File: config.mk
export PLATFORM = sky130hd
export DESIGN_NAME = yuvacc_seq
export DESIGN_NICKNAME = d
export VERILOG_FILES = /design/src/rtl/core/yuvacc_pkg.sv /design/src/rtl/core/yuvacc_seq.sv
export SDC_FILE = /design/constraint.sdc
export NUM_CORES = 1
export LEC_CHECK = 0
export ABC_AREA = 1
export BUFFER_PORTS_ARGS = -buffer_cell sky130_fd_sc_hd__buf_2
export CAP_MARGIN = 20
export CORE_AREA = 2 2 146 148
export DETAILED_ROUTE_END_ITERATION = 16
export DIE_AREA = 0 0 148 150
export PLACE_DENSITY = 0.85
export SYNTH_ARGS = -nofsm -noshare
export SYNTH_HDL_FRONTEND = slang
export SYNTH_SLANG_ARGS = --single-unit
File: constraint.sdc
create_clock -name clk -period 6.15 [get_ports clk]
set_input_delay 1.5375 -clock clk [delete_from_list [all_inputs] [get_ports clk]]
set_output_delay 1.5375 -clock clk [all_outputs]
set_load 0.02 [all_outputs]
File: src/rtl/core/yuvacc_pkg.sv
// ----------------------------------------------------------------------------
// yuvacc_pkg
// Shared types, constants and helpers of the YUV 4:2:2 to RGB accumulate core.
// ----------------------------------------------------------------------------
package yuvacc_pkg;

  // sum store geometry
  localparam int MAX_PIXELS = 131072;
  localparam int SUM_WIDTH  = 32;
  localparam int ADDR_W     = (MAX_PIXELS > 1) ? $clog2(MAX_PIXELS) : 1;
  localparam int CLR_W      = ADDR_W + 1;

  // pixel position and result widths
  localparam int POS_W     = 22;
  localparam int INDEX_W   = 17;
  localparam int OUT_SUM_W = 32;

  // configuration port
  localparam int CFG_W     = 12;
  localparam int CFG_IDX_W = 2;
  localparam logic [CFG_IDX_W-1:0] REG_PALETTE = 2'd0;
  localparam logic [CFG_IDX_W-1:0] REG_WIDTH   = 2'd1;
  localparam logic [CFG_IDX_W-1:0] REG_HEIGHT  = 2'd2;

  localparam logic [CFG_W-1:0] DEF_WIDTH  = 12'd320;
  localparam logic [CFG_W-1:0] DEF_HEIGHT = 12'd240;
  localparam logic [POS_W:0]   POS_SPAN   = {1'b1, {POS_W{1'b0}}};
  localparam logic [POS_W:0]   FRAME_SIZE_RST = (POS_W+1)'(320 * 240);

  // color arithmetic
  localparam int CW = 19;
  localparam logic signed [CW-1:0] COEF_RV = 19'sd359;
  localparam logic signed [CW-1:0] COEF_GU = 19'sd88;
  localparam logic signed [CW-1:0] COEF_GV = 19'sd183;
  localparam logic signed [CW-1:0] COEF_BU = 19'sd454;

  typedef struct packed {
    logic [POS_W-1:0] pos;
    logic             last;
    logic             drop;
    logic             second;
  } info_t;

  typedef struct packed {
    logic [7:0] luma;
    logic [7:0] cu;     // U - 128, two's complement
    logic [7:0] cv;     // V - 128, two's complement
    info_t      info;
  } pix_t;

  typedef struct packed {
    logic [7:0] red;
    logic [7:0] green;
    logic [7:0] blue;
    info_t      info;
  } col_t;

  typedef struct packed {
    logic [INDEX_W-1:0]   pixel_index;
    logic [7:0]           red;
    logic [7:0]           green;
    logic [7:0]           blue;
    logic [OUT_SUM_W-1:0] sum_red;
    logic [OUT_SUM_W-1:0] sum_green;
    logic [OUT_SUM_W-1:0] sum_blue;
    logic                 end_of_frame;
    logic                 dropped;
    logic                 last_of_pair;
  } res_t;

  // floor shift by 8, clip to 0..255
  function automatic logic [7:0] clip_color(input logic signed [CW-1:0] val);
    logic [7:0] c;
    if (val[CW-1]) begin
      c = 8'h00;
    end else if (val[CW-2:16] != '0) begin
      c = 8'hFF;
    end else begin
      c = val[15:8];
    end
    return c;
  endfunction

  // low result bits of a store entry
  function automatic logic [OUT_SUM_W-1:0] sum_to_out(input logic [SUM_WIDTH-1:0] s);
    logic [63:0] t;
    t = 64'(s);
    return t[OUT_SUM_W-1:0];
  endfunction

endpackage

File: src/rtl/core/yuvacc_seq.sv
// ----------------------------------------------------------------------------
// yuvacc_seq
// Macropixel input register, pixel splitter and raster position counter.
// ----------------------------------------------------------------------------
module yuvacc_seq
  import yuvacc_pkg::*;
(
  input  logic             clk,
  input  logic             rst,
  input  logic             advance,
  input  logic             clearing,
  input  logic             palette_mode,
  input  logic [CFG_W-1:0] frame_width,
  input  logic [CFG_W-1:0] frame_height,
  input  logic             pix_valid,
  output logic             pix_ready,
  input  logic [7:0]       byte_zero,
  input  logic [7:0]       byte_one,
  input  logic [7:0]       byte_two,
  input  logic [7:0]       byte_three,
  input  logic             frame_start,
  output logic             s1_valid,
  output pix_t             s1
);

  logic             s0_valid;
  logic             s0_half;
  logic [7:0]       s0_y0;
  logic [7:0]       s0_y1;
  logic [7:0]       s0_u;
  logic [7:0]       s0_v;
  logic             s0_fs;
  logic [POS_W-1:0] pos;
  logic [POS_W:0]   frame_size;

  logic [2*CFG_W-1:0] frame_prod;
  logic [POS_W:0]     frame_size_next;
  logic [POS_W-1:0]   pos_cur;
  logic [POS_W:0]     pos_inc;
  logic               last;
  logic               drop;
  logic               emit;
  logic               accept;
  pix_t               s1_next;

  assign frame_prod      = frame_width * frame_height;
  assign frame_size_next = (frame_prod > (2*CFG_W)'(POS_SPAN)) ? POS_SPAN
                                                               : frame_prod[POS_W:0];

  assign emit      = s0_valid && advance;
  assign pix_ready = !clearing && (!s0_valid || (advance && s0_half));
  assign accept    = pix_valid && pix_ready;

  // frame start only restarts the position before the first pixel of a word
  assign pos_cur = (!s0_half && s0_fs) ? '0 : pos;
  assign pos_inc = {1'b0, pos_cur} + (POS_W+1)'(1);
  assign last    = (pos_inc >= frame_size);
  assign drop    = ({1'b0, pos_cur} >= (POS_W+1)'(MAX_PIXELS));

  always_comb begin
    s1_next.luma        = s0_half ? s0_y1 : s0_y0;
    s1_next.cu          = {~s0_u[7], s0_u[6:0]};
    s1_next.cv          = {~s0_v[7], s0_v[6:0]};
    s1_next.info.pos    = pos_cur;
    s1_next.info.last   = last;
    s1_next.info.drop   = drop;
    s1_next.info.second = s0_half;
  end

  always_ff @(posedge clk) begin
    if (rst) begin
      s0_valid   <= 1'b0;
      s0_half    <= 1'b0;
      pos        <= '0;
      frame_size <= FRAME_SIZE_RST;
      s1_valid   <= 1'b0;
    end else begin
      frame_size <= frame_size_next;
      if (advance) begin
        s1_valid <= s0_valid;
      end
      if (emit) begin
        pos <= last ? '0 : pos_inc[POS_W-1:0];
      end
      if (accept) begin
        s0_valid <= 1'b1;
        s0_half  <= 1'b0;
      end else if (emit) begin
        s0_half <= ~s0_half;
        if (s0_half) begin
          s0_valid <= 1'b0;
        end
      end
    end
  end

  always_ff @(posedge clk) begin
    if (accept) begin
      s0_fs <= frame_start;
      if (palette_mode) begin
        s0_u  <= byte_zero;
        s0_y0 <= byte_one;
        s0_v  <= byte_two;
        s0_y1 <= byte_three;
      end else begin
        s0_y0 <= byte_zero;
        s0_u  <= byte_one;
        s0_y1 <= byte_two;
        s0_v  <= byte_three;
      end
    end
    if (advance) begin
      s1 <= s1_next;
    end
  end

endmodule

==> reports/qor.txt, run 1 <==
Placeable Area: 20,690 um^2
clk_lat worst skew: 0.42 ns
Syn. warnings: 0
post-route ant nets: 0
CTS buffer count: 17
clk buf depth: 2
status: complete, no violations
Final Cycle Share: 0.9604
root buf cell: clkbuf_16
pwr/cell area: 469.9 nW/um^2
final setup violating endpoints: 0
Setup WS pre-CTS: -0.2460 ns
fraction of registers with async set/reset: 0
sequential power share: 0.166
commonest cells in the netlist: nand2_1, inv_1, fa_1
kind of critical path: input port to flip-flop
final wirelength: 25.24 mm
Mean Syn Cell Area: 7.886 um^2
via count: 9,361
post-synth net total: 1,662
WHS: 0.4183 ns
htree depth: 4
largest net degree at the start of global routing: 65
hold depth: 0
FF-to-FF path depth: 21
CTS tree: built
ant diodes: 0
area grow syn2layout: 19.48%
maximum VDD drop: 0.3479 mV
drt first pass iters: 6
Final WS setup: 0.2432 ns
dpl hpwl: 19.85 mm
initial DRC count: 523
Total Routing Usage GR: 0.2325
synth unique cells: 35
Seq/Total Area, Yosys: 0.3074
Reg area: 3423 um^2
Synth Flop Type: edfxtp_1
measured slew at the worst slew-check pin: 0.9465 ns
# IOs: 114
I/O Buffers: 113
leakage: 7.102 nW
dpl cells: 1,831
area of the multi-input gates: 6477 um^2
WP data required: 6.50 ns
Internal: 3.530 mW
Hold-fix buffers, CTS: 0
Layout fillers: 1,695
initial antenna violation count: 0
Worst Skew: 0.007154 ns
# rows: 53
die height: 150 um
routed length per placed instance: 13.53 um
maxcap violations: 0
Horiz. Die Dim: 148 um
largest area contributor in the netlist: edfxtp_1
Final Util: 0.6431
Synth area leaders: edfxtp_1, fa_1, nand2_1
Logic pwr share: 0.671
fmax: 0.1693 GHz
share of layout cells above drive strength 1: 0.1799
Post-Layout Cell Count: 1,865
Crit Path Max Fanout: 8
die area: 22,200 um^2
Psw: 2.722 mW
Worst setup SP type: input port
Final Max Tran Viols: 0
Hold Vio Cnt, Final: 0
final net count: 1,828
Post-Syn Area: 11,140 um^2
grt total ovfl: 0
min-delay worst type: flip-flop to flip-flop
Worst EP arrival: 6.26 ns
setup TNS: 0 ns
first-pass GRT wire length: 41.74 mm
DR DRC count: 0
vias in the first global route: 9,407
FF+latch count, synth: 130
Clock power frac: 0.164
Switching Share: 0.4354
CTS clk-pin slew, worst paths: 0.06 ns
Worst slew margin: 0.3690
fin crit period: 5.907 ns
Crit. End Element: flip-flop
routability cong.: 0.9123
number of synthesized flops with an enable pin: 82
initial core utilization: 0.5382
Post-Synthesis Cells: 1,412
Via density: 5.019
most instantiated library cell after synthesis: nand2_1
share of the synthesized area in the top cell type: 0.2211
clk sinks: 130
-- area by class of cell --
type,instances,area share
multi-input cells,897,0.4868
flip-flops and latches,130,0.2573
inverters,343,0.09676
repair buffers,189,0.08793
clock buffers,17,0.03197
well taps,275,0.02586
clock inverters,14,0.01335
-- worst max-delay path: stages --
cell,delay (ns)
buf_2,0.13
nand2_1,0.07
inv_1,0.05
fa_1,0.50
fa_1,0.52
fa_1,0.53
fa_1,0.55
inv_1,0.06
fa_1,0.41
inv_1,0.06
ha_1,0.26
a21oi_1,0.30
o21bai_1,0.14
a21oi_1,0.30
nand3_1,0.12
nand2_1,0.10
nand2_1,0.05
nor2_1,0.08
nand3_1,0.12
nand2_4,0.14
nand2_4,0.12
nor2_2,0.11
-- worst paths after layout --
check / start / endpoint / slack, ns
setup reg to reg: s0_fs / pos[5] / 1.53
hold reg to reg: s0_u[0] / s1[33] / 0.42
hold / removal: s0_u[0] / s1[33] / 0.42
setup / recovery: frame_height[11] / frame_size[15] / 0.24
-- state kept, by name, summed over array words and instances (netlist names), 8 cells and up --
register,cells
s1,49
frame_size,23
pos,22
s0_u,8
s0_v,8
s0_y0,8
s0_y1,8
-- layout by cell type (no fill, tap or decap), types with 53 or more instances in the layout --
cell	n
inv_1	338
buf_4	75
nor2_1	86
a21oi_1	62
buf_2	107
nand3_1	53
ha_1	77
edfxtp_1	82
fa_1	99
nand2_1	366
-- per-stage QoR --
stage / power (mW) / area (um^2)
final: 6.252 / 13310
after global routing: 6.855 / 13310
after CTS: 5.799 / 13080
after detailed placement: 4.758 / 12470
after global placement: 4.653 / 12460
after floorplan: 3.512 / 11200
-- repair_timing --
| action | CTS | global route |
|---|---|---|
| resized for setup | 0 | 47 |
| buffers inserted | 0 | 2 |
| endpoints found under the setup margin | 0 | 20 |
-- power by group through the flow --
stage | logic, mW | clock network, mW | registers [mW]
6_report | 4.19 | 1.02 | 1.03
5_1_grt | 4.74 | 1.07 | 1.04
4_1_cts | 3.74 | 1.03 | 1.04
3_5_place_dp | 3.71 | 0 | 1.05
3_3_place_gp | 3.60 | 0 | 1.05
2_1_floorplan | 2.44 | 0 | 1.07
-- kinds of logic after synthesis --
family / share of synthesized area
xor gates and xnor gates: 0.01652
adders and majority gates: 0.2775
buffers and inverters: 0.1309
AOI/OAI and AO/OA: 0.04708
and+or+nand+nor: 0.2206
DFF: 0.3074
-- metal layers --
layer,part of all wire,global-route usage,wire (um),vias to the layer above
met2,0.53,0.4326,13290,295
met4,0.030,0.09429,768,0
met3,0.046,0.03354,1166,66
met1,0.40,0.2682,10020,4390
li1,-,-,-,4610
met5,0,0,0,-
No activity file was read; power rests on OpenSTA's default activity.
==> inputs of run 2 (changes only) <==
--- a/config.mk
+++ b/config.mk
@@ -8,10 +8,10 @@
 export ABC_AREA = 1
 export BUFFER_PORTS_ARGS = -buffer_cell sky130_fd_sc_hd__buf_2
 export CAP_MARGIN = 20
-export CORE_AREA = 2 2 146 148
+export CORE_AREA = 2 2 142 144
 export DETAILED_ROUTE_END_ITERATION = 16
-export DIE_AREA = 0 0 148 150
-export PLACE_DENSITY = 0.85
+export DIE_AREA = 0 0 144 146
+export PLACE_DENSITY = 0.86
 export SYNTH_ARGS = -nofsm -noshare
 export SYNTH_HDL_FRONTEND = slang
 export SYNTH_SLANG_ARGS = --single-unit
==> constraint.sdc (replaced) <==
create_clock -name clk -period 7 [get_ports clk]
set_input_delay 1.75 -clock clk [delete_from_list [all_inputs] [get_ports clk]]
set_output_delay 1.75 -clock clk [all_outputs]
set_load 0.02 [all_outputs]
==> reports/qor.txt, run 2 (same netlist as run 1, synthesis figures left out) <==
status: complete, no violations
vias in the first global route: 9,040
initial DRC count: 445
Top reg by flops: s1
fmax: 0.1557 GHz
I/O Buffers: 113
Hold Vio Cnt, Final: 0
maximum VDD drop: 0.2450 mV
maxcap violations: 0
CTS tree: built
die area: 21,020 um^2
Via density: 4.989
first-pass GRT wire length: 40.25 mm
WP data required: 7.34 ns
Final Cycle Share: 0.9174
die height: 146 um
area of the multi-input gates: 6260 um^2
final net count: 1,756
Worst setup SP type: input port
leakage: 6.738 nW
max FFs per register: 49
pwr/cell area: 356.1 nW/um^2
Setup Fix Bufs, Post-CTS: 0
Layout fillers: 1,582
Reg area: 3423 um^2
min-delay worst type: flip-flop to flip-flop
initial antenna violation count: 0
via count: 8,896
largest net degree at the start of global routing: 65
post-cts sizing count: 0
grt total ovfl: 0
commonest non-fill, non-tap cells in the layout: nand2_1, inv_1, buf_2
drt first pass iters: 5
RSZ-0062 raised after global routing: false
routed length per placed instance: 13.17 um
Placeable Area: 19,330 um^2
clk_lat worst skew: 0.42 ns
Final Util: 0.6469
ant diodes: 0
Worst Skew: 0.008842 ns
Crit Path Max Fanout: 17
# IOs: 114
commonest non-fill, non-tap cell in the layout: nand2_1
Worst slew margin: 0.4084
kind of critical path: input port to flip-flop
dpl hpwl: 18.59 mm
CTS buffer count: 17
share of layout cells above drive strength 1: 0.1186
measured slew at the worst slew-check pin: 0.8873 ns
Hold-fix buffers, CTS: 0
Final Max Tran Viols: 0
area grow syn2layout: 12.31%
# rows: 51
Horiz. Die Dim: 144 um
final setup violating endpoints: 0
initial core utilization: 0.5759
clk buf depth: 2
DR DRC count: 0
clk sinks: 130
Worst EP arrival: 6.77 ns
routability cong.: 0.9450
post-route ant nets: 0
Top Registers: s1 x49, frame_size x23, pos x22
Total Routing Usage GR: 0.2365
Crit. End Element: flip-flop
setup TNS: 0 ns
fin crit period: 6.422 ns
CTS clk-pin slew, worst paths: 0.06 ns
root buf cell: clkbuf_16
final wirelength: 23.48 mm
htree depth: 4
==> run 2: changes by cell type in the layout (fill, tap and decap cells not counted), moves of 6 or more <==
| cell | change |
|---|---|
| buf_4 | -70 |
| ha_1 | +10 |
| nand2_1 | +9 |
| ha_4 | -8 |
| nand2_2 | -8 |
| buf_2 | +6 |
| nor2_1 | +6 |
==> run 2: per-layer routing <==
layer  global-route usage  vias up  wire, um
li1                     -     4471         -
met1               0.2938     4071      9655
met2               0.4129      300     11960
met3              0.03521       54      1242
met4              0.09167        0       623
met5                    0        -         0
==> run 2: final cells by class <==
| type | instances | area share |
|---|---|---|
| sequential | 130 | 0.2737 |
| inverter | 343 | 0.1029 |
| tap | 265 | 0.02651 |
| clock buffer | 17 | 0.03401 |
| multi-input combinational | 896 | 0.5005 |
| clock inverter | 14 | 0.01411 |
| timing repair buffer | 118 | 0.04822 |
==> run 2: through the flow <==
stage,hold slack (ns),area (um^2),setup WS (ns),std cells,power [mW]
after detailed placement,0.4045,11910,0.1862,1752,3.544
final,0.4186,12510,0.5785,1783,4.454
after global placement,0.4008,11910,0.2933,1752,3.489
after floorplan,0.4003,11140,0.4711,1412,3.016
after CTS,0.4165,12510,0.6074,1783,4.454
after global routing,0.4225,12510,0.1648,1783,4.934
==> run 2: final timing paths <==
path,start,endpoint,slack (ns),cells past startpoint
max,frame_height[11],frame_size[19],0.58,23
min,s0_u[6],s1[39],0.42,0
max reg2reg,s0_half,pos[2],2.24,19
min reg2reg,s0_u[6],s1[39],0.42,0
==> run 2: critical path, cell delays in order <==
cell and delay, ns:
buf_2 0.25, nand2_1 0.12, fa_1 0.51, fa_1 0.55
inv_1 0.06, fa_1 0.50, fa_1 0.54, inv_1 0.05
fa_1 0.53, inv_1 0.04, ha_1 0.36, nand2_1 0.13
nor2_1 0.19, nand3_1 0.12, nand3_1 0.12, nand2_1 0.10
nand3_1 0.11, nand3_1 0.08, nor2_1 0.12, nand3_1 0.10
nand2_2 0.12, nand2_4 0.15, nor2_1 0.15
==> run 2: report_power, final <==
part | internal, mW | leakage (nW) | switching [mW]
registers | 0.894 | 1.20 | 0.0182
logic | 0.954 | 5.25 | 1.69
clock network | 0.563 | 0.291 | 0.331
total | 2.41 | 6.74 | 2.04
==> inputs of run 3 (changes only) <==
--- a/config.mk
+++ b/config.mk
@@ -8,10 +8,12 @@
 export ABC_AREA = 1
 export BUFFER_PORTS_ARGS = -buffer_cell sky130_fd_sc_hd__buf_2
 export CAP_MARGIN = 20
-export CORE_AREA = 2 2 142 144
+export CELL_PAD_IN_SITES_DETAIL_PLACEMENT = 0
+export CELL_PAD_IN_SITES_GLOBAL_PLACEMENT = 1
+export CORE_AREA = 2 2 154 156
 export DETAILED_ROUTE_END_ITERATION = 16
-export DIE_AREA = 0 0 144 146
-export PLACE_DENSITY = 0.86
+export DIE_AREA = 0 0 156 158
+export PLACE_DENSITY = 0.95
 export SYNTH_ARGS = -nofsm -noshare
 export SYNTH_HDL_FRONTEND = slang
 export SYNTH_SLANG_ARGS = --single-unit
==> reports/qor.txt, run 3 (same netlist as run 1, synthesis figures left out) <==
Total Routing Usage GR: 0.2048
ant diodes: 0
# rows: 56
min-delay worst type: flip-flop to flip-flop
fin crit period: 6.431 ns
RR Startpoint: s0_half
routed length per placed instance: 13.35 um
status: complete, no violations
kind of critical path: input port to flip-flop
final setup violating endpoints: 0
pwr/cell area: 355.8 nW/um^2
routability cong.: 0.8914
CTS tree: built
grt total ovfl: 0
clk buf depth: 2
largest net degree at the start of global routing: 65
DR DRC count: 0
dpl hpwl: 19.18 mm
met3 Resource Use GR: 0.02628
post-cts sizing count: 0
Worst EP arrival: 6.77 ns
post-route ant nets: 0
via count: 8,868
Top Registers: s1 x49, frame_size x23, pos x22
first-pass GRT wire length: 40.85 mm
hold depth: 0
Worst slew margin: 0.3808
M2 GR Usage: 0.3660
max FFs per register: 49
Crit Path Max Fanout: 17
leakage: 6.731 nW
fmax: 0.1555 GHz
area grow syn2layout: 12.56%
I/O Buffers: 113
maximum VDD drop: 0.2245 mV
Final WS setup: 0.5693 ns
share of layout cells above drive strength 1: 0.1185
Final Cycle Share: 0.9187
clk sinks: 130
commonest non-fill, non-tap cells in the layout: nand2_1, inv_1, buf_2
final wirelength: 24.14 mm
Setup Fix Bufs, Post-CTS: 0
htree depth: 4
Worst Skew: 0.009206 ns
Crit. Startpoint: frame_height[11]
Setup WS pre-CTS: 0.1177 ns
GR peak layer: met2
R2R Path End: pos[3]
initial antenna violation count: 0
CTS buffer count: 17
die area: 24,650 um^2
Via density: 4.902
Placeable Area: 23,050 um^2
# IOs: 114
M1 GR Usage: 0.2618
clk_lat worst skew: 0.41 ns
commonest non-fill, non-tap cell in the layout: nand2_1
initial DRC count: 448
WP data required: 7.34 ns
drt first pass iters: 5
Final Max Tran Viols: 0
initial core utilization: 0.4831
FF-to-FF path depth: 19
Worst setup SP type: input port
Horiz. Die Dim: 156 um
measured slew at the worst slew-check pin: 0.9288 ns
maxcap violations: 0
placed inst area: 11,940 um^2
setup TNS: 0 ns
root buf cell: clkbuf_16
hold_sp: s0_u[0]
CTS clk-pin slew, worst paths: 0.06 ns
vias in the first global route: 8,847
Top reg by flops: s1
die height: 158 um
final net count: 1,756
RSZ-0062 raised after global routing: false
CP endpoint: frame_size[0]
Finished Cell Area: 12,530 um^2
Hold Vio Cnt, Final: 0
R2R setup slack: 2.07 ns
Hold-fix buffers, CTS: 0
Crit. End Element: flip-flop
==> run 3: changes by cell type in the layout (fill, tap and decap cells not counted), sizes merged <==
cell / previous run / this run
bufinv: 3 / 2
clkbuf: 17 / 18
clkinv: 3 / 2
clkinvlp: 2 / 3
inv: 349 / 350
==> run 3: cell type report <==
type                       count  area [um^2]
fill                        2123        10520
multi-input combinational    896         6260
sequential                   130         3423
inverter                     343         1287
timing repair buffer         118        603.1
clock buffer                  18        429.2
tap                          290        362.8
clock inverter                14        168.9
==> run 3: worst max-delay path: stages <==
cell and delay [ns]:
buf_2 0.26, nand2_1 0.15, fa_1 0.53, fa_1 0.54
inv_1 0.05, fa_1 0.51, fa_1 0.55, inv_1 0.05
fa_1 0.52, inv_1 0.04, ha_1 0.34, nand2_1 0.13
nor2_1 0.20, nand3_1 0.12, nand3_1 0.13, nand2_1 0.09
nand3_1 0.10, nand3_1 0.08, nor2_1 0.12, nand3_1 0.10
nand2_2 0.12, nand2_4 0.16, nor2_1 0.12
==> run 3: layer usage <==
metal	wire, um	up-vias
li1	-	4472
met1	10560	4160
met2	12270	201
met3	920	35
met4	391	0
met5	0	-
==> run 3: power breakdown <==
group / internal [mW] / switching (mW)
sequential: 0.893 / 0.0168
clock: 0.536 / 0.348
combinational: 0.954 / 1.71
total: 2.38 / 2.08
==> run 3: how the worst min path moves through the flow <==
stage / endpoint / slack [ns]
after global placement: s1[38] / 0.40
after global routing: s1[31] / 0.43
after detailed placement: s1[28] / 0.40
after floorplan: s1[25] / 0.40
after CTS: s1[33] / 0.42
final: s1[33] / 0.42
==> run 3: metrics by stage <==
step                hold WS (ns)    util  power (mW)  std cells
CTS                       0.4195  0.5437       4.482       1809
finish                    0.4172  0.5437       4.460       1809
global route              0.4258  0.5437       4.951       1809
global placement          0.4001  0.5178       3.538       1777
detailed placement        0.4045  0.5178       3.579       1777
floorplan                 0.4003       -       3.016       1412
