$ cat src/rtl/core/yuvacc_pkg.sv
// ----------------------------------------------------------------------------
// yuvacc_pkg
// Shared types, constants and helpers of the YUV 4:2:2 to RGB accumulate core.
// ----------------------------------------------------------------------------
package yuvacc_pkg;

  // sum store geometry
  localparam int MAX_PIXELS = 131072;
  localparam int SUM_WIDTH  = 32;
  localparam int ADDR_W     = (MAX_PIXELS > 1) ? $clog2(MAX_PIXELS) : 1;
  localparam int CLR_W      = ADDR_W + 1;

  // pixel position and result widths
  localparam int POS_W     = 22;
  localparam int INDEX_W   = 17;
  localparam int OUT_SUM_W = 32;

  // configuration port
  localparam int CFG_W     = 12;
  localparam int CFG_IDX_W = 2;
  localparam logic [CFG_IDX_W-1:0] REG_PALETTE = 2'd0;
  localparam logic [CFG_IDX_W-1:0] REG_WIDTH   = 2'd1;
  localparam logic [CFG_IDX_W-1:0] REG_HEIGHT  = 2'd2;

  localparam logic [CFG_W-1:0] DEF_WIDTH  = 12'd320;
  localparam logic [CFG_W-1:0] DEF_HEIGHT = 12'd240;
  localparam logic [POS_W:0]   POS_SPAN   = {1'b1, {POS_W{1'b0}}};
  localparam logic [POS_W:0]   FRAME_SIZE_RST = (POS_W+1)'(320 * 240);

  // color arithmetic
  localparam int CW = 19;
  localparam logic signed [CW-1:0] COEF_RV = 19'sd359;
  localparam logic signed [CW-1:0] COEF_GU = 19'sd88;
  localparam logic signed [CW-1:0] COEF_GV = 19'sd183;
  localparam logic signed [CW-1:0] COEF_BU = 19'sd454;

  typedef struct packed {
    logic [POS_W-1:0] pos;
    logic             last;
    logic             drop;
    logic             second;
  } info_t;

  typedef struct packed {
    logic [7:0] luma;
    logic [7:0] cu;     // U - 128, two's complement
    logic [7:0] cv;     // V - 128, two's complement
    info_t      info;
  } pix_t;

  typedef struct packed {
    logic [7:0] red;
    logic [7:0] green;
    logic [7:0] blue;
    info_t      info;
  } col_t;

  typedef struct packed {
    logic [INDEX_W-1:0]   pixel_index;
    logic [7:0]           red;
    logic [7:0]           green;
    logic [7:0]           blue;
    logic [OUT_SUM_W-1:0] sum_red;
    logic [OUT_SUM_W-1:0] sum_green;
    logic [OUT_SUM_W-1:0] sum_blue;
    logic                 end_of_frame;
    logic                 dropped;
    logic                 last_of_pair;
  } res_t;

  // floor shift by 8, clip to 0..255
  function automatic logic [7:0] clip_color(input logic signed [CW-1:0] val);
    logic [7:0] c;
    if (val[CW-1]) begin
      c = 8'h00;
    end else if (val[CW-2:16] != '0) begin
      c = 8'hFF;
    end else begin
      c = val[15:8];
    end
    return c;
  endfunction

  // low result bits of a store entry
  function automatic logic [OUT_SUM_W-1:0] sum_to_out(input logic [SUM_WIDTH-1:0] s);
    logic [63:0] t;
    t = 64'(s);
    return t[OUT_SUM_W-1:0];
  endfunction

endpackage

$ cat src/rtl/core/yuvacc_color.sv
// ----------------------------------------------------------------------------
// yuvacc_color
// Two-stage fixed-point color conversion: products, then sums and clipping.
// ----------------------------------------------------------------------------
module yuvacc_color
  import yuvacc_pkg::*;
(
  input  logic  clk,
  input  logic  rst,
  input  logic  advance,
  input  logic  s1_valid,
  input  pix_t  s1,
  output logic  s2_valid,
  output info_t s2_info,
  output logic  s3_valid,
  output col_t  s3
);

  logic signed [CW-1:0] cu_w;
  logic signed [CW-1:0] cv_w;
  logic signed [CW-1:0] p_rv_next;
  logic signed [CW-1:0] p_gu_next;
  logic signed [CW-1:0] p_gv_next;
  logic signed [CW-1:0] p_bu_next;

  logic [15:0]          ys;
  logic signed [CW-1:0] p_rv;
  logic signed [CW-1:0] p_gu;
  logic signed [CW-1:0] p_gv;
  logic signed [CW-1:0] p_bu;

  logic signed [CW-1:0] ys_s;
  logic signed [CW-1:0] r_val;
  logic signed [CW-1:0] g_val;
  logic signed [CW-1:0] b_val;
  col_t                 s3_next;

  assign cu_w = CW'($signed(s1.cu));
  assign cv_w = CW'($signed(s1.cv));

  assign p_rv_next = cv_w * COEF_RV;
  assign p_gu_next = cu_w * COEF_GU;
  assign p_gv_next = cv_w * COEF_GV;
  assign p_bu_next = cu_w * COEF_BU;

  assign ys_s  = $signed({{(CW-16){1'b0}}, ys});
  assign r_val = ys_s + p_rv;
  assign g_val = ys_s - p_gu - p_gv;
  assign b_val = ys_s + p_bu;

  always_comb begin
    s3_next.red   = clip_color(r_val);
    s3_next.green = clip_color(g_val);
    s3_next.blue  = clip_color(b_val);
    s3_next.info  = s2_info;
  end

  always_ff @(posedge clk) begin
    if (rst) begin
      s2_valid <= 1'b0;
      s3_valid <= 1'b0;
    end else if (advance) begin
      s2_valid <= s1_valid;
      s3_valid <= s2_valid;
    end
  end

  always_ff @(posedge clk) begin
    if (advance) begin
      ys      <= {s1.luma, 8'h00};
      p_rv    <= p_rv_next;
      p_gu    <= p_gu_next;
      p_gv    <= p_gv_next;
      p_bu    <= p_bu_next;
      s2_info <= s1.info;
      s3      <= s3_next;
    end
  end

endmodule

$ cat config.mk
export PLATFORM = sky130hd
export DESIGN_NAME = yuvacc_color
export DESIGN_NICKNAME = d
export VERILOG_FILES = /design/src/rtl/core/yuvacc_pkg.sv /design/src/rtl/core/yuvacc_color.sv
export SDC_FILE = /design/constraint.sdc
export NUM_CORES = 1
export LEC_CHECK = 0
export BUFFER_PORTS_ARGS = -buffer_cell sky130_fd_sc_hd__buf_2
export CAP_MARGIN = 25
export CORE_MARGIN = 1.5
export CORE_UTILIZATION = 60
export DETAILED_ROUTE_END_ITERATION = 6
export PLACE_DENSITY = 0.82
export SKIP_LAST_GASP = 1
export SLEW_MARGIN = 15
export SYNTH_ARGS = -nofsm -noshare
export SYNTH_HDL_FRONTEND = slang
export SYNTH_SLANG_ARGS = --single-unit
$ cat constraint.sdc
create_clock -name clk -period 13.35 [get_ports clk]
set_input_delay 2.0025 -clock clk [delete_from_list [all_inputs] [get_ports clk]]
set_output_delay 2.0025 -clock clk [all_outputs]
set_load 0.01 [all_outputs]
==> Implementation_results.wiki, run 1 <==
{| class="wikitable"
! Metric !! Value
|-
| Aggregate global-route resource usage || 23.0%
|-
| Pin count of the biggest net entering global routing || 73
|-
| Average routed wire per standard cell || 15.6 um
|-
| Post-synth top area share || between 30% and 40%
|-
| Kind of capture point of the worst setup path || register
|-
| Iteration count of the initial detailed-routing pass || 5
|-
| Top cell family by delay on the critical path || adder cells
|-
| Maximum count of clock buffers along a single path || 2
|-
| Post-synthesis instance area || 10200 um^2
|-
| Number of antenna-violating nets in the routed design || 0
|-
| Final Hold Slack || 0.442 ns
|-
| Slew at the pin closest to its max-slew limit || around 0.84 ns
|-
| Startpoint of the tightest hold check path || s2_info[23]
|-
| Global-route wire length before repair || 31900 um
|-
| Top post-synthesis cells by count || sky130_fd_sc_hd__inv_1 (176), sky130_fd_sc_hd__ha_1 (167), sky130_fd_sc_hd__edfxtp_1 (132)
|-
| Top-count cell post-synth || sky130_fd_sc_hd__inv_1
|-
| Number of antenna violations at the first check in global routing || 0
|-
| Seq pwr share || 28.8%
|-
| Number of placed instances, taps included || about 1200
|-
| Clk sinks || around 130
|-
| Startpoint type of the worst setup path || input port
|-
| Gate Count Post-Synth || 884
|-
| Max-slew headroom || 44.3%
|-
| Busiest layer in global routing || met2
|-
| Num CTS Buffers || 17
|-
| Min setup slack post-route || about 7.3 ns
|-
| Die outline height || 133 um
|-
| Sequential-to-total area share from yosys stat || 39.3%
|-
| Largest fanout of any net on the critical path || 7
|-
| Post-route clock period utilization || 45.0%
|-
| Met3 Track Usage GR || 4.07%
|-
| Final Total Pwr || 2.25 mW
|-
| Critical path start-end classification || input port to register
|-
| Syn. warnings || 0
|-
| Met2 Use GR || 39.6%
|-
| GRT overflow || 0
|-
| Max rail drop VDD || 126 uV
|-
| Share of final-layout standard cells stronger than drive strength 1 || 17.1%
|-
| Worst-case setup slack after placement || 7.08 ns
|-
| Worst Hold Path Cells || 0
|-
| Finished layout cell area || approximately 12000 um^2
|-
| Number of gates resized after cts || 0
|-
| Global-route met1 utilization || between 20% and 30%
|-
| Routability-driven placement congestion ratio || between 0.9 and 1
|-
| Clock tree from TritonCTS || built
|-
| Standby leakage power || 5.61 nW
|-
| Final hold violation count || 0
|-
| Placed wire-length estimate || between 15000 and 20000 um
|-
| Non-filler instance count after layout || 1260
|-
| Number of buffers inserted by port buffering || around 130
|-
| CTS H-Tree Depth || 4
|-
| Post-synth EDFFs || 132
|-
| Post-route DRC violation count || 0
|-
| Post-layout min period || around 6 ns
|-
| Final setup violation count || 0
|-
| Nets || 1305
|-
| Share of synthesized registers carrying an async set or reset || 0%
|-
| Slew Limit Fails || 0
|-
| CP Cell Sequence || buf_2 > inv_1 > ha_1 > ha_1 > inv_1 > fa_1 > fa_1 > inv_1 > ha_1 > nor2b_1 > o21ai_0 > a21boi_0 > o21ai_0 > a21boi_0 > o21ai_0 > a21boi_0 > o311a_1 > a31oi_1
|-
| Worst r2r path cells || 9
|-
| F_max || between 150 and 200 MHz
|-
| Overall die area || ~18000 um^2
|-
| Cell-internal power || 1.40 mW
|-
| Unrepaired setup endpoints after global routing || no
|-
| Diodes inserted || 0
|-
| Required time at the endpoint of the critical path || 13.62 ns
|-
| CTS hold repair buffers || 0
|-
| Cell types occupying the most area after synthesis || sky130_fd_sc_hd__edfxtp_1 (39%), sky130_fd_sc_hd__ha_1 (21%), sky130_fd_sc_hd__fa_1 (11%), sky130_fd_sc_hd__inv_1 (6.5%), sky130_fd_sc_hd__xnor2_1 (3.5%)
|-
| Worst Clk Skew || 0.00763 ns
|-
| Synth area leader || sky130_fd_sc_hd__edfxtp_1
|-
| Hold Path End || s3[23]
|-
| Endpoint of the worst register-to-register path || s3[38]
|-
| I/O Pins || 129
|-
| Worst-case register-to-register setup slack || around 9.8 ns
|-
| Layout overhead on the synthesized area || 15.1%
|-
| Count of buffering cells on the critical path with inverters included || 4
|-
| Clock network power share || 22.1%
|-
| Number of fill cells in the layout || 1194
|-
| Via count of the first global-routing pass || 6607
|-
| Accumulated negative setup slack || 0 ns
|-
| Count of vias placed by the detailed router || between 6000 and 7000
|-
| Cell variety after synth || 60
|-
| FF+latch count, synth || 134
|-
| Post-detailed-routing wire length || 19700 um
|-
| Post-place instance area || 11100 um^2
|-
| Reg-to-reg startpoint || ys[9]
|-
| Nets in the synthesized netlist || approximately 1200
|-
| Run status || finished clean
|-
| Slowest-stage cell, CP || sky130_fd_sc_hd__fa_1
|-
| Avg Inst Size Synth || 11.5 um^2
|-
| Cell area power density || approximately 190 nW/um^2
|-
| Number of DRC violations after detailed-routing iteration 0 || 342
|-
| Stage delay of the slowest cell on the critical path || roughly 0.55 ns
|-
| Net Sw Power || 0.843 mW
|-
| Initial core utilization || 61.4%
|-
| Clk pin slew, worst setup/hold paths || 0.06 ns
|-
| Area inside the core boundary || 16600 um^2
|-
| Cell at the root of the clock tree || sky130_fd_sc_hd__clkbuf_16
|-
| Switching part of the total power || 37.5%
|-
| Fin util || 70.6%
|-
| Number of buffers inserted to repair setup after CTS || 0
|-
| Max-Cap Viols || 0
|-
| Main flop type after synthesis || sky130_fd_sc_hd__edfxtp_1
|-
| Worst-skew pair later-pin latency || 0.43 ns
|-
| Signal arrival time at the worst endpoint || between 6 and 7 ns
|-
| Row count || 47
|-
| Number of vias per cell || 5.41
|-
| Horiz. Die Dim || 133 um
|-
| Logic pwr share || 49.1%
|-
| Type of the tightest min-delay check || register to register
|}
## cell families after synthesis
kind of cell | count (synthesis) | synth area share, %
AOI/OAI and AO/OA | 157 | 10.8
xor gates and xnor gates | 51 | 4.39
adders and majority gates | 225 | 31.9
buffers and inverters | 181 | 6.67
DFF | 134 | 39.3
muxes | 4 | 0.393
and+or+nand+nor | 132 | 6.53
## area by class of cell
class / count / area, um^2 / share of cell area (%)
Clock buffer: 18 / 429 / 3.66
Tap cell: 220 / 275 / 2.35
Multi-Input combinational cell: 569 / 5500 / 46.9
Sequential cell: 134 / 4000 / 34.2
Clock inverter: 14 / 199 / 1.70
Timing Repair Buffer: 129 / 651 / 5.55
Inverter: 176 / 661 / 5.64
## worst max-delay path by stage
stage,start,end,slack [ns],cells after the start
global placement,s1[30],p_gv[14],7.15,18
CTS,s1[30],p_gv[14],7.37,18
finish,s1[30],p_gv[14],7.35,18
global route,s1[30],p_gv[14],7.08,18
floorplan,s1[28],p_gv[14],7.62,16
detailed placement,s1[30],p_gv[14],7.08,18
## power groups by stage
stage | registers, mW | clock network, mW | logic [mW]
6_report | 0.647 | 0.496 | 1.10
2_1_floorplan | 0.663 | 0 | 0.822
5_1_grt | 0.656 | 0.519 | 1.25
3_3_place_gp | 0.649 | 0 | 1.06
4_1_cts | 0.648 | 0.504 | 1.11
3_5_place_dp | 0.653 | 0 | 1.09
## flip-flops by register name, summed over array words and instances, names as in the netlist
| name | flops |
|---|---|
| s3_valid | 1 |
| s3 | 49 |
| p_rv | 14 |
| p_bu | 12 |
| s2_info | 25 |
| p_gu | 11 |
| p_gv | 13 |
| s2_valid | 1 |
| ys | 8 |
## layout by cell type, fill, tap and decap left out, types with 15 or more instances in the layout
| cell type | count |
|---|---|
| sky130_fd_sc_hd__a21o_1 | 19 |
| sky130_fd_sc_hd__a21oi_1 | 37 |
| sky130_fd_sc_hd__buf_2 | 127 |
| sky130_fd_sc_hd__clkbuf_16 | 17 |
| sky130_fd_sc_hd__edfxtp_1 | 132 |
| sky130_fd_sc_hd__fa_1 | 58 |
| sky130_fd_sc_hd__ha_1 | 167 |
| sky130_fd_sc_hd__inv_1 | 176 |
| sky130_fd_sc_hd__nand2_1 | 17 |
| sky130_fd_sc_hd__nand3_1 | 17 |
| sky130_fd_sc_hd__nor2_1 | 45 |
| sky130_fd_sc_hd__o21a_1 | 15 |
| sky130_fd_sc_hd__o21ai_0 | 30 |
| sky130_fd_sc_hd__xnor2_1 | 41 |
## layer usage
layer | routed length [um] | up-vias | part of all wire, %
li1 | - | 3342 | -
met1 | 8600 | 3237 | 44
met5 | 0 | - | 0
met4 | 520 | 0 | 2.6
met2 | 9650 | 195 | 49
met3 | 933 | 42 | 4.7
## worst reg2reg max path: stages (launching register included)
cell	delay (ns)
sky130_fd_sc_hd__edfxtp_1	0.50
sky130_fd_sc_hd__fa_1	0.52
sky130_fd_sc_hd__ha_1	0.43
sky130_fd_sc_hd__a2111oi_4	0.44
sky130_fd_sc_hd__a21oi_2	0.11
sky130_fd_sc_hd__or4_4	0.52
sky130_fd_sc_hd__o21ai_2	0.14
sky130_fd_sc_hd__nand2b_2	0.08
sky130_fd_sc_hd__a311oi_4	0.46
sky130_fd_sc_hd__o21a_1	0.20
Power figures use the tool's default switching activity.
==> run 2, diff against run 1 <==
Settings changed: ABC_AREA from default to 1, CORE_UTILIZATION 60 to 54, PLACE_DENSITY 0.82 to 0.78.
Clock period 13.35 ns to 5.01 ns, I/O delays scaled along.
==> Implementation_results.wiki, run 2 <==
{| class="wikitable"
! Metric !! Value
|-
| Max FFs per register || 49 (unchanged)
|-
| Logic pwr share || 53.1% (+4.0 points)
|-
| Critical path start-end classification || input port to register
|-
| Avg Inst Size Synth || 9.82 um^2 (-15%)
|-
| Initial core utilization || 54.9% (-6.5 points)
|-
| Global-route wire length before repair || 34500 um (+8.2%)
|-
| Clk pin slew, worst setup/hold paths || 0.05 ns (about the same)
|-
| CTS hold repair buffers || 0 (unchanged)
|-
| Slew at the pin closest to its max-slew limit || 0.593 ns (-0.243 ns)
|-
| Share of synthesized registers carrying an async set or reset || 0% (unchanged)
|-
| Number of antenna-violating nets in the routed design || 0 (unchanged)
|-
| Cell types occupying the most area after synthesis || sky130_fd_sc_hd__edfxtp_1 (37%), sky130_fd_sc_hd__ha_1 (20%), sky130_fd_sc_hd__fa_1 (11%), sky130_fd_sc_hd__inv_1 (8.0%), sky130_fd_sc_hd__nand2_1 (5.9%)
|-
| Iteration count of the initial detailed-routing pass || 5 (unchanged)
|-
| Pin count of the biggest net entering global routing || 49 (-33%)
|-
| Worst Clk Skew || 0.0122 ns (+0.00453 ns)
|-
| Switching part of the total power || 41.6% (+4.1 points)
|-
| I/O Pins || 129 (unchanged)
|-
| CTS H-Tree Depth || 4 (unchanged)
|-
| Number of buffers inserted by port buffering || 128 (unchanged)
|-
| Diodes inserted || 0 (unchanged)
|-
| Post-route DRC violation count || 0 (unchanged)
|-
| Maximum count of clock buffers along a single path || 2 (unchanged)
|-
| Aggregate global-route resource usage || 21.5% (-1.5 points)
|-
| CP Cell Sequence || buf_2 > fa_1 > inv_1 > fa_1 > inv_1 > fa_1 > ha_1 > ha_1 > nand4_1 > o21ai_0 > nand2_1 > nand3_1 > inv_1
|-
| Number of buffers inserted to repair setup after CTS || 0 (unchanged)
|-
| Num CTS Buffers || 17 (unchanged)
|-
| Slew Limit Fails || 0 (unchanged)
|-
| Post-detailed-routing wire length || 21200 um (+7.6%)
|-
| Post-synth top area share || 37.2% (-1.7 points)
|-
| Number of gates resized after cts || 0 (unchanged)
|-
| Overall die area || 20600 um^2 (+16%)
|-
| Worst setup startpoint || s1[30]
|-
| Type of the tightest min-delay check || register to register
|-
| Critical Path Sink || p_rv[17]
|-
| Startpoint type of the worst setup path || input port
|-
| Cell area power density || 501 nW/um^2 (+160%)
|-
| Placed wire-length estimate || 17700 um (+16%)
|-
| Clk sinks || 134 (unchanged)
|-
| Post-route clock period utilization || approximately 80%
|-
| Average routed wire per standard cell || 14.0 um (-10%)
|-
| Post-synth EDFFs || 132 (unchanged)
|-
| FF+latch count, synth || 134 (unchanged)
|-
| Register with the most flip-flops || s3
|-
| Kind of capture point of the worst setup path || register
|-
| Slowest-stage cell, CP || sky130_fd_sc_hd__fa_1
|-
| Gate Count Post-Synth || 1084 (+23%)
|-
| Number of vias per cell || 5.07 (-6.3%)
|-
| Cell at the root of the clock tree || sky130_fd_sc_hd__clkbuf_16
|-
| Accumulated negative setup slack || 0 ns (unchanged)
|-
| Standby leakage power || 6.27 nW (+12%)
|-
| Stage delay of the slowest cell on the critical path || 0.58 ns (+0.03 ns)
|-
| Nets || 1511 (+16%)
|-
| Max-Cap Viols || 0 (unchanged)
|-
| Top cell family by delay on the critical path || adder cells
|-
| Die outline height || 143 um (+7.6%)
|-
| Worst-case register-to-register setup slack || 2.29 ns (-7.52 ns)
|-
| Run status || finished clean
|-
| Top post-synthesis cells by count || sky130_fd_sc_hd__inv_1 (226), sky130_fd_sc_hd__nand2_1 (168), sky130_fd_sc_hd__ha_1 (167)
|-
| Post-synthesis instance area || 10600 um^2 (+4.6%)
|-
| Largest registers || s3 x49, s2_info x25, p_rv x14
|-
| Area inside the core boundary || 19400 um^2 (+17%)
|-
| Cell variety after synth || 34 (-43%)
|-
| Commonest non-fill, non-tap cells in the layout || sky130_fd_sc_hd__inv_1 (226), sky130_fd_sc_hd__nand2_1 (168), sky130_fd_sc_hd__ha_1 (167), sky130_fd_sc_hd__edfxtp_1 (132), sky130_fd_sc_hd__buf_2 (127)
|-
| Signal arrival time at the worst endpoint || 4.18 ns (-2.10 ns)
|-
| Worst-skew pair later-pin latency || 0.41 ns (-0.02 ns)
|-
| Cell-internal power || 3.57 mW (+150%)
|-
| Count of buffering cells on the critical path with inverters included || 4 (unchanged)
|-
| Number of DRC violations after detailed-routing iteration 0 || 448 (+31%)
|-
| F_max || 248 MHz
|-
| Endpoint of the worst register-to-register path || s3[36]
|-
| Max-slew headroom || 60.2% (+16 points)
|-
| Number of cells on the critical path || 13 (-5)
|-
| Clock network power share || 19.1% (-3.0 points)
|-
| Max rail drop VDD || 266 uV (+110%)
|-
| Synth area leader || sky130_fd_sc_hd__edfxtp_1
|-
| Final hold violation count || 0 (unchanged)
|-
| Top-count cell post-synth || sky130_fd_sc_hd__inv_1
|-
| Worst r2r path cells || 10 (+1)
|-
| Count of vias placed by the detailed router || 7650 (+12%)
|-
| Seq pwr share || 27.8% (-1.0 points)
|-
| Most frequent standard cell in the layout excluding fill and tap cells || sky130_fd_sc_hd__inv_1
|-
| Clock tree from TritonCTS || built
|-
| Share of final-layout standard cells stronger than drive strength 1 || 14.1% (-3.0 points)
|-
| Syn. warnings || 0 (unchanged)
|-
| Required time at the endpoint of the critical path || 5.17 ns (-8.45 ns)
|-
| Largest fanout of any net on the critical path || 7 (unchanged)
|-
| Via count of the first global-routing pass || 7254 (+9.8%)
|-
| Routability-driven placement congestion ratio || 0.934 (+3.6%)
|-
| Row count || 51 (+8.5%)
|-
| Fin util || 62.9% (-7.8 points)
|-
| Sequential-to-total area share from yosys stat || 37.6% (-1.7 points)
|-
| Horiz. Die Dim || 143 um (+7.6%)
|-
| Final setup violation count || 0 (unchanged)
|-
| GRT overflow || 0 (unchanged)
|-
| Nets in the synthesized netlist || 1362 (+17%)
|-
| Main flop type after synthesis || sky130_fd_sc_hd__edfxtp_1
|-
| Layout overhead on the synthesized area || 14.5%
|-
| Unrepaired setup endpoints after global routing || no
|-
| Number of antenna violations at the first check in global routing || 1 (+1)
|-
| Post-layout min period || 4.03 ns
|-
| Net Sw Power || 2.54 mW (+200%)
|-
| Reg-to-reg startpoint || ys[11]
|}
[run 2: cell types whose count changed in the layout (fill, tap and decap cells not counted), sizes merged, moves of 7 or more]
cell,previous run,this run
a21o,19,10
a21oi,39,58
inv,179,228
nand2,17,172
nand3,18,44
nor2,45,82
nor2b,7,0
o21a,15,1
xnor2,41,15
xor2,10,40
[run 2: cell type report]
type / count / area [um^2]
Fill cell: 1601 / 7200
Clock buffer: 17 / 425
Tap cell: 265 / 332
Timing Repair Buffer: 130 / 658
Inverter: 227 / 852
Clock inverter: 13 / 134
Sequential cell: 134 / 4000
Multi-Input combinational cell: 723 / 5790
[run 2: per-stage QoR]
step	hold WS [ns]	area, um^2	cells	setup slack (ns)	total power [mW]
after global routing	0.456	12200	1509	0.771	6.68
after CTS	0.442	12200	1509	1.01	6.14
after detailed placement	0.432	11600	1479	0.570	4.93
final	0.441	12200	1509	0.985	6.11
after floorplan	0.477	10600	1084	1.10	4.12
after global placement	0.427	11600	1479	0.731	4.86
[run 2: kinds of logic (layout without fill, tap and decap cells)]
family                   Yosys count  in the layout  share of synthesized area (%)
AO/OA/AOI/OAI                    123            123                           6.74
AND/OR/NAND/NOR                  320            320                           12.5
buffers and inverters            227            387                           8.00
XOR/XNOR                          55             55                           4.59
flip-flops                       134            134                           37.6
adder cells (fa/ha/maj)          225            225                           30.5
[run 2: power groups by stage]
stage | Combinational, mW | Clock (mW) | Sequential, mW
after global routing | 3.72 | 1.23 | 1.72
after floorplan | 2.36 | 0 | 1.75
final | 3.25 | 1.17 | 1.70
after global placement | 3.15 | 0 | 1.71
after CTS | 3.25 | 1.19 | 1.70
after detailed placement | 3.21 | 0 | 1.72
[run 2: worst min-delay path by stage]
stage / start / endpoint / slack [ns] / cells past startpoint
after CTS: s2_info[8] / s3[8] / 0.44 / 0
after floorplan: s3_valid / s3_valid / 0.48 / 2
after global routing: s2_info[19] / s3[19] / 0.46 / 0
after global placement: s2_info[22] / s3[22] / 0.43 / 0
final: s2_info[4] / s3[4] / 0.44 / 0
after detailed placement: s2_info[4] / s3[4] / 0.43 / 0
[run 2: layer usage]
| layer | part of all wire [%] | GRT usage (%) | vias to the layer above | wire [um] |
|---|---|---|---|---|
| met5 | 0 | 0 | - | 0 |
| li1 | - | - | 3860 | - |
| met2 | 48 | 37.2 | 226 | 10200 |
| met4 | 1.3 | 5.80 | 0 | 269 |
| met1 | 44 | 28.3 | 3541 | 9430 |
| met3 | 6.2 | 3.20 | 23 | 1320 |
[run 2: worst register-to-register path, cell delays in order (launching register included)]
cell and delay, ns:
sky130_fd_sc_hd__edfxtp_1 0.50, sky130_fd_sc_hd__fa_1 0.52, sky130_fd_sc_hd__ha_1 0.40, sky130_fd_sc_hd__a21oi_1 0.25
sky130_fd_sc_hd__nand2_1 0.12, sky130_fd_sc_hd__a21oi_1 0.18, sky130_fd_sc_hd__nand3_1 0.10, sky130_fd_sc_hd__nand2_1 0.08
sky130_fd_sc_hd__nand3_2 0.15, sky130_fd_sc_hd__nor2_1 0.13, sky130_fd_sc_hd__nor2_1 0.05
==> run 3, diff against run 2 <==
Settings changed: ABC_AREA 1 to 0, CORE_UTILIZATION 54 to 60, PLACE_DENSITY 0.78 to 0.82.
Clock period 5.01 ns to 4 ns, I/O delays scaled along.
==> Implementation_results.wiki, run 3 (synthesis results as in run 1) <==
{| class="wikitable"
! Metric !! Value
|-
| Run status || finished clean
|-
| Non-filler instance count after layout || 1346 (-11%)
|-
| Kind of capture point of the worst setup path || register
|-
| Final Hold Slack || 0.336 ns (-0.105 ns)
|-
| Number of DRC violations after detailed-routing iteration 0 || 359 (-20%)
|-
| Number of buffers inserted by port buffering || 128 (unchanged)
|-
| Unrepaired setup endpoints after global routing || yes
|-
| Worst-case setup slack after placement || -0.373 ns (-0.943 ns)
|-
| Via count of the first global-routing pass || 7559 (+4.2%)
|-
| Register with the most flip-flops || s3
|-
| Standby leakage power || 6.05 nW (-3.5%)
|-
| Clk sinks || 134 (unchanged)
|-
| Post-place instance area || 11800 um^2 (+1.3%)
|-
| Number of placed instances, taps included || 1312 (-11%)
|-
| Combined area of the multi-input logic cells || 5670 um^2 (-2.2%)
|-
| Commonest non-fill, non-tap cells in the layout || sky130_fd_sc_hd__inv_1 (175), sky130_fd_sc_hd__ha_1 (157), sky130_fd_sc_hd__edfxtp_1 (132), sky130_fd_sc_hd__buf_2 (127), sky130_fd_sc_hd__buf_4 (87)
|-
| Worst-skew pair later-pin latency || 0.43 ns (+0.02 ns)
|-
| Nets || 1391 (-7.9%)
|-
| GRT overflow || 0 (unchanged)
|-
| Largest fanout of any net on the critical path || 4 (-3)
|-
| F_max || 256 MHz
|-
| Cell repeated most along the worst path || sky130_fd_sc_hd__fa_1
|-
| Maximum count of clock buffers along a single path || 2 (unchanged)
|-
| Diodes inserted || 0 (unchanged)
|-
| Slew Limit Fails || 0 (unchanged)
|-
| CTS H-Tree Depth || 4 (unchanged)
|-
| Required time at the endpoint of the critical path || 4.26 ns (-0.91 ns)
|-
| Signal arrival time at the worst endpoint || 4.16 ns (-0.02 ns)
|-
| Initial core utilization || 61.4% (+6.5 points)
|-
| Max-slew headroom || 42.2% (-18 points)
|-
| Aggregate global-route resource usage || 26.4% (+4.9 points)
|-
| Global-route wire length before repair || 36500 um (+6.0%)
|-
| Average routed wire per standard cell || 16.8 um (+20%)
|-
| Pin count of the biggest net entering global routing || 70 (+43%)
|-
| Final setup violation count || 0 (unchanged)
|-
| I/O Pins || 129 (unchanged)
|-
| Placed wire-length estimate || 16800 um (-4.9%)
|-
| Post-layout min period || 3.90 ns
|-
| Slew at the pin closest to its max-slew limit || 0.867 ns (+0.274 ns)
|-
| Routability-driven placement congestion ratio || 0.902 (-3.4%)
|-
| Critical path start-end classification || input port to register
|-
| Largest registers || s3 x49, s2_info x25, p_rv x14
|-
| Min setup slack post-route || 0.101 ns (-0.884 ns)
|-
| Type of the tightest min-delay check || input port to register
|-
| Post-detailed-routing wire length || 22600 um (+6.6%)
|-
| Iteration count of the initial detailed-routing pass || 5 (unchanged)
|-
| Final Total Pwr || 8.13 mW (+33%)
|-
| Finished layout cell area || 12600 um^2 (+2.9%)
|-
| Seq. cell area || 4000 um^2 (unchanged)
|-
| CP Cell Sequence || buf_2 > buf_4 > ha_1 > fa_1 > fa_1 > inv_1 > fa_1 > inv_1 > ha_1 > a21boi_2 > o21ai_2 > a21boi_2 > o21ai_2 > a21boi_1 > o311a_1 > a31oi_1
|-
| Clk pin slew, worst setup/hold paths || 0.06 ns (about the same)
|-
| Overall die area || 17800 um^2 (-14%)
|-
| Cell at the root of the clock tree || sky130_fd_sc_hd__clkbuf_16
|-
| Startpoint type of the worst setup path || input port
|-
| Slowest-stage cell, CP || sky130_fd_sc_hd__fa_1
|-
| Number of antenna violations at the first check in global routing || 0 (-1)
|-
| Number of antenna-violating nets in the routed design || 0 (unchanged)
|-
| Horiz. Die Dim || 133 um (-7.1%)
|-
| Num CTS Buffers || 17 (unchanged)
|-
| Number of vias per cell || 5.45 (+7.5%)
|-
| Stage delay of the slowest cell on the critical path || 0.53 ns (-0.05 ns)
|-
| Post-route clock period utilization || a little over nine tenths
|-
| Share of final-layout standard cells stronger than drive strength 1 || 25.9% (+12 points)
|-
| Cell area power density || 647 nW/um^2 (+29%)
|-
| Count of vias placed by the detailed router || 7338 (-4.1%)
|-
| Area inside the core boundary || 16600 um^2 (-15%)
|-
| Layout overhead on the synthesized area || 23.3%
|-
| Row count || 47 (-7.8%)
|-
| Die outline height || 133 um (-7.1%)
|-
| Worst Clk Skew || 0.00867 ns (-0.00349 ns)
|-
| CTS hold repair buffers || 0 (unchanged)
|-
| Most frequent standard cell in the layout excluding fill and tap cells || sky130_fd_sc_hd__inv_1
|-
| Clock tree from TritonCTS || built
|-
| Post-route DRC violation count || 0 (unchanged)
|-
| Number of fill cells in the layout || 1056 (-34%)
|-
| Max-Cap Viols || 0 (unchanged)
|-
| Max FFs per register || 49 (unchanged)
|-
| Final hold violation count || 0 (unchanged)
|-
| Max rail drop VDD || 498 uV (+88%)
|}
[run 3: cell types whose count changed in the layout (fill, tap and decap cells not counted), moves of 9 or more]
| cell | delta |
|---|---|
| sky130_fd_sc_hd__xor2_1 | -29 |
| sky130_fd_sc_hd__o21a_1 | +14 |
| sky130_fd_sc_hd__buf_4 | +84 |
| sky130_fd_sc_hd__ha_1 | -10 |
| sky130_fd_sc_hd__nand2_1 | -151 |
| sky130_fd_sc_hd__a21o_1 | +9 |
| sky130_fd_sc_hd__inv_1 | -51 |
| sky130_fd_sc_hd__xnor2_1 | +26 |
| sky130_fd_sc_hd__nand3_1 | -24 |
| sky130_fd_sc_hd__nor2_1 | -37 |
| sky130_fd_sc_hd__a21oi_1 | -26 |
[run 3: worst paths after layout]
| check | start | endpoint | slack, ns | cells past startpoint |
|---|---|---|---|---|
| hold reg to reg | s2_info[11] | s3[11] | 0.45 | 0 |
| setup / recovery | s1[25] | p_gv[14] | 0.10 | 16 |
| setup reg to reg | ys[8] | s3[37] | 0.31 | 9 |
| hold / removal | rst | s2_valid | 0.34 | 2 |
[run 3: repair_timing]
item,4_1_cts,5_1_grt
hold endpoints to repair,0,0
resized for setup,0,19
buffers inserted,0,2
setup endpoints to repair,0,8
[run 3: through the flow]
step / setup TNS [ns] / util (%)
5_1_grt: -0.0904 / 75.7
3_5_place_dp: -3.09 / 71.1
6_report: 0 / 75.7
4_1_cts: 0 / 75.0
2_1_floorplan: -0.0269 / -
3_3_place_gp: -2.00 / 71.1
[run 3: layer usage]
layer  GRT usage (%)  wire (um)  vias to the layer above
met3            4.98       1310                       55
met1            31.4       9040                     3482
li1                -          -                     3520
met4            10.1        671                        0
met2            47.5      11600                      281
met5               0          0                        -
[run 3: layout make-up]
cell class                      instances  area share [%]
Multi-Input combinational cell        569            45.1
Sequential cell                       134            31.9
Timing Repair Buffer                  215            10.4
Inverter                              176            5.26
Clock buffer                           17            3.39
Tap cell                              220            2.19
Clock inverter                         15            1.71
[run 3: where the power goes]
group	internal (mW)	switching, mW	total [mW]
Sequential	2.03	0.130	2.16
Clock	1.06	0.646	1.71
Combinational	1.92	2.34	4.26
[run 3: worst max-delay path: cells and delay by family]
| family | cells | cell delay [ns] |
|---|---|---|
| buf+inv | 4 | 0.37 |
| fa+ha+maj | 5 | 2.00 |
| compound gates | 7 | 1.20 |
